`src/hdl/udpdht_pkg.sv`:
```
// Shared types and widths for the UDP DHT/uTP/BT-SEARCH flow classifier.
// No dependencies; the other files that use it refer to this package by scoped names.
package udpdht_pkg;

  localparam int unsigned HEAD_W = 32;
  localparam int unsigned LEN_W  = 16;

  typedef logic [HEAD_W-1:0] head_t;
  typedef logic [LEN_W-1:0]  len_t;

  typedef struct packed {
    head_t head_a;
    len_t  length_a;
    head_t head_b;
    len_t  length_b;
  } item_t;

endpackage

```
`src/hdl/udpdht_in_if.sv`:
```
// Input channel of the flow classifier: one flow record per beat.
// Depends on udpdht_pkg for field types.
interface udpdht_in_if;
  logic               valid;
  logic               ready;
  udpdht_pkg::head_t  head_a;
  udpdht_pkg::len_t   length_a;
  udpdht_pkg::head_t  head_b;
  udpdht_pkg::len_t   length_b;

  modport source (output valid, head_a, length_a, head_b, length_b, input ready);
  modport sink   (input valid, head_a, length_a, head_b, length_b, output ready);
endinterface

```
`src/hdl/udpdht_out_if.sv`:
```
// Result channel of the flow classifier: one match flag per beat.
// No dependencies.
interface udpdht_out_if;
  logic valid;
  logic ready;
  logic is_match;

  modport source (output valid, is_match, input ready);
  modport sink   (input valid, is_match, output ready);
endinterface

```
`src/hdl/udpdht_classify.sv`:
```
// Combinational DHT/uTP/BT-SEARCH decision for one registered flow record.
// Depends on udpdht_pkg for the record type.
module udpdht_classify (
  input  udpdht_pkg::item_t item,
  output logic              is_match
);

  localparam logic [7:0] CH_D     = 8'h64;  // 'd'
  localparam logic [7:0] CH_1     = 8'h31;  // '1'
  localparam logic [7:0] CH_2     = 8'h32;  // '2'
  localparam logic [7:0] CH_COLON = 8'h3a;
  localparam logic [7:0] CH_A     = 8'h61;
  localparam logic [7:0] CH_R     = 8'h72;
  localparam logic [7:0] CH_E     = 8'h65;
  localparam logic [7:0] CH_Q     = 8'h71;
  localparam logic [7:0] CH_T     = 8'h74;
  localparam logic [7:0] CH_I     = 8'h69;
  localparam logic [7:0] UTP_01   = 8'h01;
  localparam logic [7:0] UTP_11   = 8'h11;
  localparam logic [7:0] UTP_21   = 8'h21;
  localparam logic [7:0] UTP_31   = 8'h31;
  localparam logic [7:0] UTP_41   = 8'h41;
  localparam logic [7:0] SUB_00   = 8'h00;
  localparam logic [7:0] SUB_01   = 8'h01;
  localparam logic [7:0] SUB_02   = 8'h02;
  localparam udpdht_pkg::head_t BT_SEARCH = 32'h42_54_2d_53;  // "BT-S"
  localparam udpdht_pkg::len_t  LEN_0  = 16'd0;
  localparam udpdht_pkg::len_t  LEN_20 = 16'd20;
  localparam udpdht_pkg::len_t  LEN_23 = 16'd23;
  localparam udpdht_pkg::len_t  LEN_26 = 16'd26;
  localparam udpdht_pkg::len_t  LEN_30 = 16'd30;
  localparam udpdht_pkg::len_t  LEN_33 = 16'd33;

  function automatic logic pair(udpdht_pkg::head_t h, logic [7:0] x, logic [7:0] y);
    return (h[31:24] == x) && (h[23:16] == y);
  endfunction

  function automatic logic utp_query(udpdht_pkg::head_t h, udpdht_pkg::len_t n);
    logic [7:0] t;
    logic [7:0] s;
    logic       fam;
    t   = h[31:24];
    s   = h[23:16];
    fam = (t == UTP_11) || (t == UTP_21) || (t == UTP_31) || (t == UTP_41);
    return ((t == UTP_01) && (s == SUB_00)) ||
           (fam && (s == SUB_00) && (n == LEN_20)) ||
           (fam && (t != UTP_11) && (s == SUB_02) && (n == LEN_30));
  endfunction

  function automatic logic utp_reply(udpdht_pkg::head_t h, udpdht_pkg::len_t n);
    return (n == LEN_0) ||
           (pair(h, UTP_11, SUB_00) && (n == LEN_20)) ||
           (pair(h, UTP_21, SUB_02) && ((n == LEN_30) || (n == LEN_33))) ||
           (pair(h, UTP_21, SUB_01) && ((n == LEN_26) || (n == LEN_23))) ||
           (pair(h, UTP_21, SUB_00) && (n == LEN_20)) ||
           (pair(h, UTP_31, SUB_02) && (n == LEN_30)) ||
           (pair(h, UTP_31, SUB_00) && (n == LEN_20)) ||
           (pair(h, UTP_41, SUB_00) && (n == LEN_20)) ||
           (pair(h, UTP_41, SUB_02) && ((n == LEN_33) || (n == LEN_30)));
  endfunction

  function automatic logic dict_query(udpdht_pkg::head_t h);
    logic [7:0] c2;
    logic [7:0] c3;
    c2 = h[15:8];
    c3 = h[7:0];
    return pair(h, CH_D, CH_1) &&
           (((c2 == CH_COLON) && ((c3 == CH_A) || (c3 == CH_R) || (c3 == CH_E) ||
                                   (c3 == CH_Q) || (c3 == CH_T))) ||
            (c3 == CH_COLON));
  endfunction

  function automatic logic dict_reply(udpdht_pkg::head_t h, udpdht_pkg::len_t n);
    logic [7:0] c2;
    logic [7:0] c3;
    c2 = h[15:8];
    c3 = h[7:0];
    return (n == LEN_0) ||
           (pair(h, CH_D, CH_1) &&
            (((c2 == CH_COLON) && ((c3 == CH_A) || (c3 == CH_R) || (c3 == CH_E))) ||
             (c3 == CH_COLON))) ||
           (pair(h, CH_D, CH_2) && (c2 == CH_COLON) && (c3 == CH_I)) ||
           (n == LEN_23) || (n == LEN_33);
  endfunction

  // Sequence tolerance of one, no wrap: compare at 17 bits.
  function automatic logic seq_close(udpdht_pkg::head_t q, udpdht_pkg::head_t r);
    logic [16:0] qs;
    logic [16:0] rs;
    qs = {1'b0, q[15:0]};
    rs = {1'b0, r[15:0]};
    return (qs == rs) || (qs == rs + 17'd1) || (qs + 17'd1 == rs);
  endfunction

  logic dq_a, dq_b, dr_a, dr_b, uq_a, uq_b, ur_a, ur_b;
  logic seq_fail_a, seq_fail_b;

  always_comb begin
    dq_a = dict_query(item.head_a);
    dq_b = dict_query(item.head_b);
    dr_a = dict_reply(item.head_a, item.length_a);
    dr_b = dict_reply(item.head_b, item.length_b);
    uq_a = utp_query(item.head_a, item.length_a);
    uq_b = utp_query(item.head_b, item.length_b);
    ur_a = utp_reply(item.head_a, item.length_a);
    ur_b = utp_reply(item.head_b, item.length_b);
    seq_fail_a = pair(item.head_a, UTP_01, SUB_00) && !seq_close(item.head_a, item.head_b);
    seq_fail_b = pair(item.head_b, UTP_01, SUB_00) && !seq_close(item.head_b, item.head_a);

    if (dq_a && (dr_b || ur_b || uq_b)) begin
      is_match = 1'b1;
    end else if (dq_b && (dr_a || ur_a || uq_a)) begin
      is_match = 1'b1;
    end else if (uq_a && seq_fail_a) begin
      is_match = 1'b0;
    end else if (uq_a && (ur_b || dr_b)) begin
      is_match = 1'b1;
    end else if (uq_b && seq_fail_b) begin
      is_match = 1'b0;
    end else if (uq_b && (ur_a || dr_a)) begin
      is_match = 1'b1;
    end else begin
      is_match = ((item.head_a == BT_SEARCH) && (item.length_b == LEN_0)) ||
                 ((item.head_b == BT_SEARCH) && (item.length_a == LEN_0));
    end
  end

endmodule

```
`src/hdl/udp_dht_flow_classifier_core.sv`:
```
// Top level of the UDP flow classifier: input register, decision logic, result register.
// Depends on udpdht_pkg, udpdht_in_if, udpdht_out_if and udpdht_classify.
//
//   channel   | dir | beat contents
//   in_chan   | in  | head_a, length_a, head_b, length_b
//   out_chan  | out | is_match
//
// One flow record per cycle while the result is not stalled; each record passes both stages.
// The path runs input register -> byte compares -> result register.
// rst_n (synchronous) empties both stages; payload registers are not reset.
// A stalled result holds; the input register still refills as the result leaves,
// so in_chan.ready drops only when both stages are full and out_chan.ready is low.
module udp_dht_flow_classifier_core (
  input  logic          clk,
  input  logic          rst_n,
  udpdht_in_if.sink     in_chan,
  udpdht_out_if.source  out_chan
);

  logic              s1_valid_r, s1_valid_nxt;
  udpdht_pkg::item_t s1_item_r;
  logic              out_valid_r, out_valid_nxt;
  logic              out_match_r;
  logic              match;
  logic              s2_ready;
  logic              s1_ready;

  assign s2_ready = !out_valid_r || out_chan.ready;
  assign s1_ready = !s1_valid_r || s2_ready;

  assign in_chan.ready   = s1_ready;
  assign out_chan.valid  = out_valid_r;
  assign out_chan.is_match = out_match_r;

  udpdht_classify u_classify (
    .item     (s1_item_r),
    .is_match (match)
  );

  always_comb begin
    s1_valid_nxt  = s1_ready ? in_chan.valid : s1_valid_r;
    out_valid_nxt = s2_ready ? s1_valid_r : out_valid_r;
  end

  always_ff @(posedge clk) begin
    if (!rst_n) begin
      s1_valid_r  <= 1'b0;
      out_valid_r <= 1'b0;
    end else begin
      s1_valid_r  <= s1_valid_nxt;
      out_valid_r <= out_valid_nxt;
    end
  end

  always_ff @(posedge clk) begin
    if (s1_ready && in_chan.valid) begin
      s1_item_r.head_a   <= in_chan.head_a;
      s1_item_r.length_a <= in_chan.length_a;
      s1_item_r.head_b   <= in_chan.head_b;
      s1_item_r.length_b <= in_chan.length_b;
    end
    if (s2_ready && s1_valid_r) begin
      out_match_r <= match;
    end
  end

endmodule

```
`src/flat_wrapper.sv`:
```
// flat-port wrapper written by rule: the top's interface ports become plain ports
module udp_dht_flow_classifier_core_flat 
  (clk, rst_n, in_chan_valid, in_chan_head_a, in_chan_length_a, in_chan_head_b, in_chan_length_b, in_chan_ready, out_chan_valid, out_chan_is_match, out_chan_ready);
  udpdht_in_if in_chan_i ();
  udpdht_out_if out_chan_i ();
  input  logic clk;
  input  logic rst_n;
  input wire logic [$bits(in_chan_i.valid)-1:0] in_chan_valid;
  input wire logic [$bits(in_chan_i.head_a)-1:0] in_chan_head_a;
  input wire logic [$bits(in_chan_i.length_a)-1:0] in_chan_length_a;
  input wire logic [$bits(in_chan_i.head_b)-1:0] in_chan_head_b;
  input wire logic [$bits(in_chan_i.length_b)-1:0] in_chan_length_b;
  output wire logic [$bits(in_chan_i.ready)-1:0] in_chan_ready;
  output wire logic [$bits(out_chan_i.valid)-1:0] out_chan_valid;
  output wire logic [$bits(out_chan_i.is_match)-1:0] out_chan_is_match;
  input wire logic [$bits(out_chan_i.ready)-1:0] out_chan_ready;
  assign in_chan_i.valid = in_chan_valid;
  assign in_chan_i.head_a = in_chan_head_a;
  assign in_chan_i.length_a = in_chan_length_a;
  assign in_chan_i.head_b = in_chan_head_b;
  assign in_chan_i.length_b = in_chan_length_b;
  assign in_chan_ready = in_chan_i.ready;
  assign out_chan_valid = out_chan_i.valid;
  assign out_chan_is_match = out_chan_i.is_match;
  assign out_chan_i.ready = out_chan_ready;
  udp_dht_flow_classifier_core u_core (.clk(clk), .rst_n(rst_n), .in_chan(in_chan_i), .out_chan(out_chan_i));
endmodule
```
`config.mk`:
```
export PLATFORM = sky130hd
export DESIGN_NAME = udp_dht_flow_classifier_core_flat
export DESIGN_NICKNAME = d
export VERILOG_FILES = /design/src/hdl/udpdht_pkg.sv /design/src/hdl/udpdht_in_if.sv /design/src/hdl/udpdht_out_if.sv /design/src/hdl/udpdht_classify.sv /design/src/hdl/udp_dht_flow_classifier_core.sv /design/src/flat_wrapper.sv
export SDC_FILE = /design/constraint.sdc
export NUM_CORES = 1
export LEC_CHECK = 0
export BUFFER_PORTS_ARGS = -buffer_cell sky130_fd_sc_hd__buf_2
export CAP_MARGIN = 20
export CORE_MARGIN = 2
export CORE_UTILIZATION = 50
export CTS_CLUSTER_SIZE = 12
export DETAILED_ROUTE_END_ITERATION = 7
export PLACE_DENSITY = 0.73
export SETUP_SLACK_MARGIN = 0.05
export SLEW_MARGIN = 20
export SYNTH_ARGS = -nofsm -noshare
export SYNTH_HDL_FRONTEND = slang
export SYNTH_HIERARCHICAL = 1
export SYNTH_SLANG_ARGS = --single-unit
```
`constraint.sdc`:
```
create_clock -name clk -period 7.4 [get_ports clk]
set_clock_uncertainty 0.15 [all_clocks]
set_input_delay 0.74 -clock clk [delete_from_list [all_inputs] [get_ports clk]]
set_output_delay 0.74 -clock clk [all_outputs]
set_load 0.05 [all_outputs]
```
# Yosys cells after proc, flatten, opt, wreduce, memory -nomap -nowiden
# Index checks and enable logic that the tools add are counted.
[word_totals]
reg_bits = 99
input_bits = 100
output_inout_bits = 3
[classes]
n_addsub = 2
n_eq_ne = 56
muxes = 4
n_reduce_logical = 142
[op_table]
columns = ["operator", "n"]
rows = [
  ["$eq 16x5->1 const B", 8],
  ["$eq 8x7->1 const B", 16],
  ["$eq 8x6->1 const B", 12],
  ["$logic_and 1x1->1", 72],
  ["$eq 32x31->1 const B", 2],
  ["$logic_or 1x1->1", 61],
  ["$add 16x1->17 const B", 2],
  ["$eq 16x17->1", 2],
  ["$eq 17x16->1", 2],
  ["$eq 16x16->1", 2],
  ["$eq 16x6->1 const B", 2],
  ["$eq 8x1->1 const B", 4],
  ["$logic_not 16->1", 2],
  ["$eq 8x2->1 const B", 2],
  ["$eq 8x5->1 const B", 2],
  ["$logic_not 8->1", 2],
  ["$ne 8x5->1 const B", 2],
  ["$logic_not 1->1", 4],
  ["$mux 1", 4],
  ["$reduce_or 2->1", 1],
]

# Longest topological paths before layout
# Gate-level depths: netlist of the first run.
[logic_depth]
depth_word = 17
depth_mapped = 11
depth_no_buf = 10

# Cells and area by module
# Netlist of the first run, hierarchy kept.
[modules_own_cells]
columns = ["module", "n_inst", "cells_each", "area_each_um2", "seq_area_each_um2"]
rows = [
  ["udp_dht_flow_classifier_core", 1, 106, 3016.6, 2952.8],
  ["udpdht_classify", 1, 372, 2447.3, 0.0],
]

# Least setup slack after synthesis of the first run
# No wires, ideal clock.
[synth_timing]
path_type = "input to register"
start = "in out_chan_ready"
end = "reg u_core/s1_item_r[0] in the netlist's numbering (enable)"
setup_ps = 582
arrival_ps = 5438
t_required_ps = 6668
path_slack_ps = 1229
path_stages = 2
n_path_buf = 0
cell_sequence = "nor2b_4 -> a21oi_1"
[synth_via]
elab_chain_len = 3
[synth_rtl]
columns = ["element", "line", "rtl"]
rows = [
  ["start, declared", "flat_wrapper.sv:16", "input wire logic [$bits(out_chan_i.ready)-1:0] out_chan_ready;"],
  ["$logic_or 1x1->1", "udp_dht_flow_classifier_core.sv:28", "assign s2_ready = !out_valid_r || out_chan.ready;"],
  ["$logic_or 1x1->1", "udp_dht_flow_classifier_core.sv:29", "assign s1_ready = !s1_valid_r || s2_ready;"],
  ["$logic_and 1x1->1", "udp_dht_flow_classifier_core.sv:56", "if (s1_ready && in_chan.valid) begin"],
  ["end, declared", "udp_dht_flow_classifier_core.sv:21", "udpdht_pkg::item_t s1_item_r;"],
]
# Every way passes these cells.
# A chain may end at the register's enable or synchronous reset.

# Worst setup path after layout of the first run
[layout_timing]
start = "reg u_core/s1_item_r[65] in the netlist's numbering"
end = "reg u_core.out_match_r (netlist: u_core/out_chan.is_match) (data pin)"
[layout_via]
elab_chain_len = 16
word_cells_on_any_way = 52
[layout_rtl]
columns = ["element", "line", "rtl"]
rows = [
  ["parallel branches: the longest is 16 deep, another holds $add 16x1->17", "--", ""],
  ["end signal, assigned", "udp_dht_flow_classifier_core.sv:63", "out_match_r <= match;"],
  ["end, declared", "udp_dht_flow_classifier_core.sv:23", "logic out_match_r;"],
]
# Parallel ways; which one is timed is not known.

==> impl_metrics.toml, run 1 <==
[setup_path]
crit_arrival_ps = 3320
worstPathRequired_ps = 7450
path_cells = "ha_1 > nand3_1 > or3_1 > a221o_1 > a2111oi_2 > a41oi_1 > o21ai_1 > a211oi_1 > o311ai_1"
timing.rr.start = "u_core/s1_item_r[65]"
cp_max_fo = 9
r2r_slack_ps = 4140
endpoint_kind = "flip-flop"
worstSetupPathType = "flip-flop to flip-flop"
worst_path_largest_cell_delay_ps = 560
r2r_cells = 9
reg2reg_to = "u_core/out_chan.is_match"
cp-start-kind = "flip-flop"
crit_slowest_cell = "edfxtp_1"

[synth]
seq_area_frac_synth_pct = 54.0
synth_warnings = 6
synth.cell_area_um2 = 5460
async_flop_share_pct = 0
synthCells = 478
ys_types = 72
ys_ff_latch = 99
syn_avg_cell_area_um2 = 11.4
synth_flop_cell = "edfxtp_1"
synth_edf_count = 97
synthesis.nets = 586

[job]
maxCapViolations = 0

[floorplan]
core_um2 = 10700
num_rows = 38
die_area_um2 = 11800
fp.dieW_um = 109
io_pins = 103
die_h_um = 109
initial_core_util_pct = 50.9

[cts]
cts_hold_buffers = 0
cts_buffer_depth = 2
clk_latency_ps = 390
post_cts_buffers = 0
cts_max_level = 3
cts.sinks = 99
cts_resized = 0
cts_tree = "built"
cts.clk_slew.worst_paths_ps = 100
cts_root_buf = "clkbuf_8"
cts_buffers = 9

[power_and_ir_drop]
clkPwrFrac_pct = 28.9
p_seq_share_pct = 60.6
p_leak_nw = 2.21
p_int_mw = 0.839
switchingPower_mw = 0.309
switching_share_pct = 26.9
comb_power_share_pct = 10.5
power_density_nw_per_um2 = 184
finalPower_mw = 1.15
ir_drop_mv = 0.182

[sta]
slew_viol_final = 0
hold_viol_final = 0
period_share_pct = 44.1
final.min_clock_period_ps = 3260
tns_ps = 0
fmax_mhz = 307
finalSetupViolCount = 0
fin_ws_ps = 4140
relSlewSlack_pct = 42.8
rsz0062_at_grt = "false"
worst_slew_pin_slew_ps = 858

[route]
first_iter_violations = 316
wl_per_cell_um = 18.0
drc = 0
drtPass1Iterations = 5
antenna_left = 0
totalWireLength_mm = 12.9
routed_via_density = 6.02
via_count = 4316

[grt]
grt_pass1_wl_mm = 20.6
grtUsageTotal_pct = 23.2
grt_max_degree = 97
overflow = 0
antenna_found_initial = 0
grt_pass1_vias = 4107

[min_path]
hold_depth = 1
min_from = "in_chan_head_b[12]"
min_to = "u_core/s1_item_r[28]"
hold_class = "primary input to flip-flop"

[placed_design]
place_ws_ps = 4190
numPortBuffers = 102
globalplace.congestion = 0.898
dp_hpwl_mm = 9.70
dpl-instance-area_um2 = 6060

[finish]
design_area_um2 = 6260
final_cell_mix = "buf_2 (102), edfxtp_1 (97), nor2_1 (31), nand2_1 (30), nor4_1 (29)"
insertedDiodeCount = 0
syn_to_final_growth_pct = 14.5
drive_gt1_share_pct = 23.1
nFillCells = 948
final_common_cell = "buf_2"
final_nets = 680

[run_status]
outcome = "completed"
state kept, by name, summed over array words and instances (netlist names):
name and cells:
u_core/s1_valid_r 1, u_core/s1_item_r 96, u_core/out_chan.valid 1, u_core/out_chan.is_match 1
cells in the mapped netlist, types with 4 or more instances:
cell / count / area share [%]
clkbuf_1: 9 / 0.62
nand2b_1: 8 / 0.92
o211ai_1: 4 / 0.55
xnor2_1: 19 / 3.0
a21oi_1: 8 / 0.73
inv_1: 11 / 0.76
edfxtp_1: 97 / 53
nor2_1: 31 / 2.1
nor4_1: 29 / 3.3
nand4b_1: 4 / 0.64
nor4b_1: 12 / 1.9
or3_1: 9 / 1.0
nand3_1: 26 / 2.4
nor2b_1: 5 / 0.57
buf_2: 4 / 0.37
nand4_1: 22 / 2.5
a211oi_1: 4 / 0.55
nor3_1: 13 / 1.2
nor4bb_1: 7 / 1.3
and3_1: 9 / 1.0
xor2_1: 12 / 1.9
o21ai_0: 9 / 0.82
ha_1: 8 / 1.8
a31oi_1: 9 / 1.0
mux2i_1: 5 / 0.92
nand2_1: 30 / 2.1
layer usage:
| metal | global-route usage (%) | share of wire, % |
|---|---|---|
| met5 | 0 | 0 |
| met2 | 37.5 | 48 |
| met3 | 5.85 | 6.6 |
| met4 | 7.60 | 1.9 |
| met1 | 30.5 | 43 |
logic make-up (layout without fill, tap and decap cells):
group	Yosys count	in the layout	share of synthesized area, %
compound gates	69	69	9.32
buf+inv	31	130	2.70
xor+xnor	31	31	4.97
flops	99	99	54.0
simple gates	235	235	26.2
mux	5	5	0.916
fa+ha+maj	8	8	1.83
through the flow:
| stage | util [%] | cells | hold slack (ps) |
|---|---|---|---|
| 2_1_floorplan | - | 478 | 382 |
| 3_3_place_gp | 56.4 | 701 | 359 |
| 3_5_place_dp | 56.4 | 701 | 381 |
| 4_1_cts | 58.2 | 717 | 343 |
| 5_1_grt | 58.2 | 717 | 335 |
| 6_report | 58.2 | 717 | 365 |
worst max-delay path, delay by kind of cell (launching register included):
kind                       cells  cell delay, ps
AOI/OAI and AO/OA              6            1440
adders and majority gates      1             340
DFF                            1             560
and+or+nand+nor                2             580
layout make-up:
class                           count  area (um^2)  area share, %
Multi-Input combinational cell    348         2370           38.0
Sequential cell                    99         2950           47.2
Inverter                           11         41.3          0.660
Tap cell                          140          175           2.80
Timing Repair Buffer              103          522           8.34
Clock inverter                      7         67.6           1.08
Clock buffer                        9          124           1.98
how the worst max path moves through the flow:
stage / startpoint / to / slack, ps
2_1_floorplan: out_chan_ready / u_core/s1_item_r[0] / 1230
3_3_place_gp: u_core/s1_item_r[65] / u_core/out_chan.is_match / 4330
6_report: u_core/s1_item_r[65] / u_core/out_chan.is_match / 4140
5_1_grt: u_core/s1_item_r[65] / u_core/out_chan.is_match / 3910
4_1_cts: u_core/s1_item_r[65] / u_core/out_chan.is_match / 4190
3_5_place_dp: u_core/s1_item_r[65] / u_core/out_chan.is_match / 4190
power groups by stage:
stage / registers (mW) / logic [mW] / clock network [mW]
after floorplan: 0.690 / 0.0854 / 0
after global placement: 0.707 / 0.117 / 0
after detailed placement: 0.709 / 0.118 / 0
after CTS: 0.696 / 0.119 / 0.344
after global routing: 0.702 / 0.133 / 0.366
final: 0.696 / 0.120 / 0.332
Power figures use the tool's default switching activity.
==> run 2, diff against run 1 <==
Settings changed: PLACE_DENSITY 0.73 to 0.76.
Clock period 7.4 ns to 2.7 ns, I/O delays scaled along.
==> run 2 against run 1 <==
Against the previous run:
- the run now ends with setup timing left
- clock-buffer cell count is the same
- die area unchanged
- wire length grew 38%
- flip-flop and latch count is the same
- via count is 25% higher
- sequential share of layout area is 11 points lower
- global-route usage is 7.5 points higher
- non-clock buffer count increased by 189
- clock power increased to 3.3 times the previous value
- largest cell class unchanged
- largest power group unchanged
- highest routed layer unchanged
==> impl_metrics.toml, run 2 (synthesis results as in run 1) <==
[setup_path]
crit_arrival_ps = 2880
worstSetupPathType = "flip-flop to flip-flop"
endpoint_kind = "flip-flop"
cp-start-kind = "flip-flop"
cp_common_cell = "buf_4"
crit_slowest_cell = "edfxtp_1"
path_cells = "buf_4 > ha_2 > nand3_1 > buf_4 > nor4_2 > nor3_1 > a22oi_1 > o2111ai_2 > o21ai_2 > a211oi_2 > o311ai_1"
worst_path_largest_cell_delay_ps = 430
cp_max_fo = 7
worstPathRequired_ps = 2760

[sta]
slew_viol_final = 0
final.min_clock_period_ps = 2820
worst_hold_slack_ps = 31.2
fmax_mhz = 355
period_share_pct = 104
fin_ws_ps = -120
hold_viol_final = 0
worst_slew_pin_slew_ps = 682
rsz0062_at_grt = "true"
relSlewSlack_pct = 54.4
finalSetupViolCount = 1

[finish]
final_common_cell = "buf_2"
largest_register = "u_core/s1_item_r"
largest_reg_flops = 96
nFillCells = 732
final_cell_mix = "buf_2 (102), dlygate4sd3_1 (97), edfxtp_1 (97), buf_4 (89), nor2_1 (31)"
syn_to_final_growth_pct = 49.5
insertedDiodeCount = 0
final_nets = 869
drive_gt1_share_pct = 32.9

[job]
maxCapViolations = 0

[grt]
grtUsageMet1_pct = 33.9
use_met2_pct = 55.3
grtUsageTotal_pct = 30.7
grt_max_degree = 33
busiest_layer = "met2"
antenna_found_initial = 0
grt_use_met3_pct = 7.41
overflow = 0
grt_pass1_vias = 5463
grt_pass1_wl_mm = 27.1

[floorplan]
num_rows = 38
initial_core_util_pct = 50.9
die_area_um2 = 11800
io_pins = 103
fp.dieW_um = 109
die_h_um = 109
core_um2 = 10700

[cts]
cts_max_level = 3
cts_root_buf = "clkbuf_8"
cts.clk_slew.worst_paths_ps = 110
cts_tree = "built"
cts_buffer_depth = 2
cts_buffers = 9
cts.sinks = 99
clk_latency_ps = 380

[route]
via_count = 5382
first_iter_violations = 393
antenna_left = 0
wl_per_cell_um = 19.7
totalWireLength_mm = 17.9
drtPass1Iterations = 5
routed_via_density = 5.94
drc = 0

[run_status]
outcome = "finished with violations"
violations = "setup timing"

[placed_design]
dp_hpwl_mm = 11.7
place_ws_ps = -146
globalplace.congestion = 0.916
numPortBuffers = 102

[power_and_ir_drop]
power_density_nw_per_um2 = 439
clkPwrFrac_pct = 30.3
p_leak_nw = 3.13
switching_share_pct = 27.8
switchingPower_mw = 0.996
comb_power_share_pct = 17.7
ir_drop_mv = 0.622
p_seq_share_pct = 52.1
finalPower_mw = 3.59
p_int_mw = 2.59

[min_path]
hold_class = "primary input to flip-flop"
[run 2: worst max-delay path: cells and delay by family (launching register included)]
family                     cells  cell delay (ps)
AOI/OAI and AO/OA              5              990
and+or+nand+nor                3              530
DFF                            1              430
buffers and inverters          2              350
adders and majority gates      1              210
[run 2: power by group through the flow]
| stage | Clock (mW) | Sequential [mW] | Combinational, mW |
|---|---|---|---|
| finish | 1.09 | 1.87 | 0.634 |
| global route | 1.15 | 1.88 | 0.677 |
| CTS | 1.10 | 1.87 | 0.599 |
| detailed placement | 0 | 1.90 | 0.470 |
| global placement | 0 | 1.90 | 0.460 |
| floorplan | 0 | 1.88 | 0.236 |
[run 2: per-layer routing]
layer,wire (um),up-vias,part of all wire (%)
met2,9210,293,51
met1,6590,2546,37
met3,1280,73,7.2
met4,805,0,4.5
li1,-,2470,-
met5,0,-,0
[run 2: final timing paths]
check / cells after the start / slack (ps) / from / endpoint
min reg2reg: 2 / 390 / u_core/out_chan.valid / u_core/s1_valid_r
max: 11 / -120 / u_core/s1_item_r[16] / u_core/out_chan.is_match
min: 3 / 30 / in_chan_valid / u_core/s1_valid_r
max reg2reg: 11 / -120 / u_core/s1_item_r[16] / u_core/out_chan.is_match
[run 2: layout make-up]
class	instances	area [um^2]	area share, %
clock inverter	7	105	1.29
multi-input combinational	348	2540	31.2
sequential	99	2960	36.2
tap	140	175	2.14
inverter	11	41.3	0.506
clock buffer	9	124	1.52
timing repair buffer	292	2220	27.2
[run 2: what timing repair did]
item	in CTS	in global routing
buffers inserted	9	3
hold buffers	97	0
setup endpoints to repair	1	1
gates resized for setup	15	14
hold endpoints to repair	98	0
pin swaps	11	4
[run 2: per-stage QoR]
stage | utilization [%] | cells | instance area [um^2] | setup TNS [ps]
floorplan | - | 478 | 5500 | -5760
global placement | 62.6 | 781 | 6720 | -85.8
detailed placement | 62.6 | 781 | 6720 | -146
CTS | 75.1 | 903 | 8070 | -44.5
global route | 76.0 | 906 | 8170 | -207
finish | 76.0 | 906 | 8170 | -120
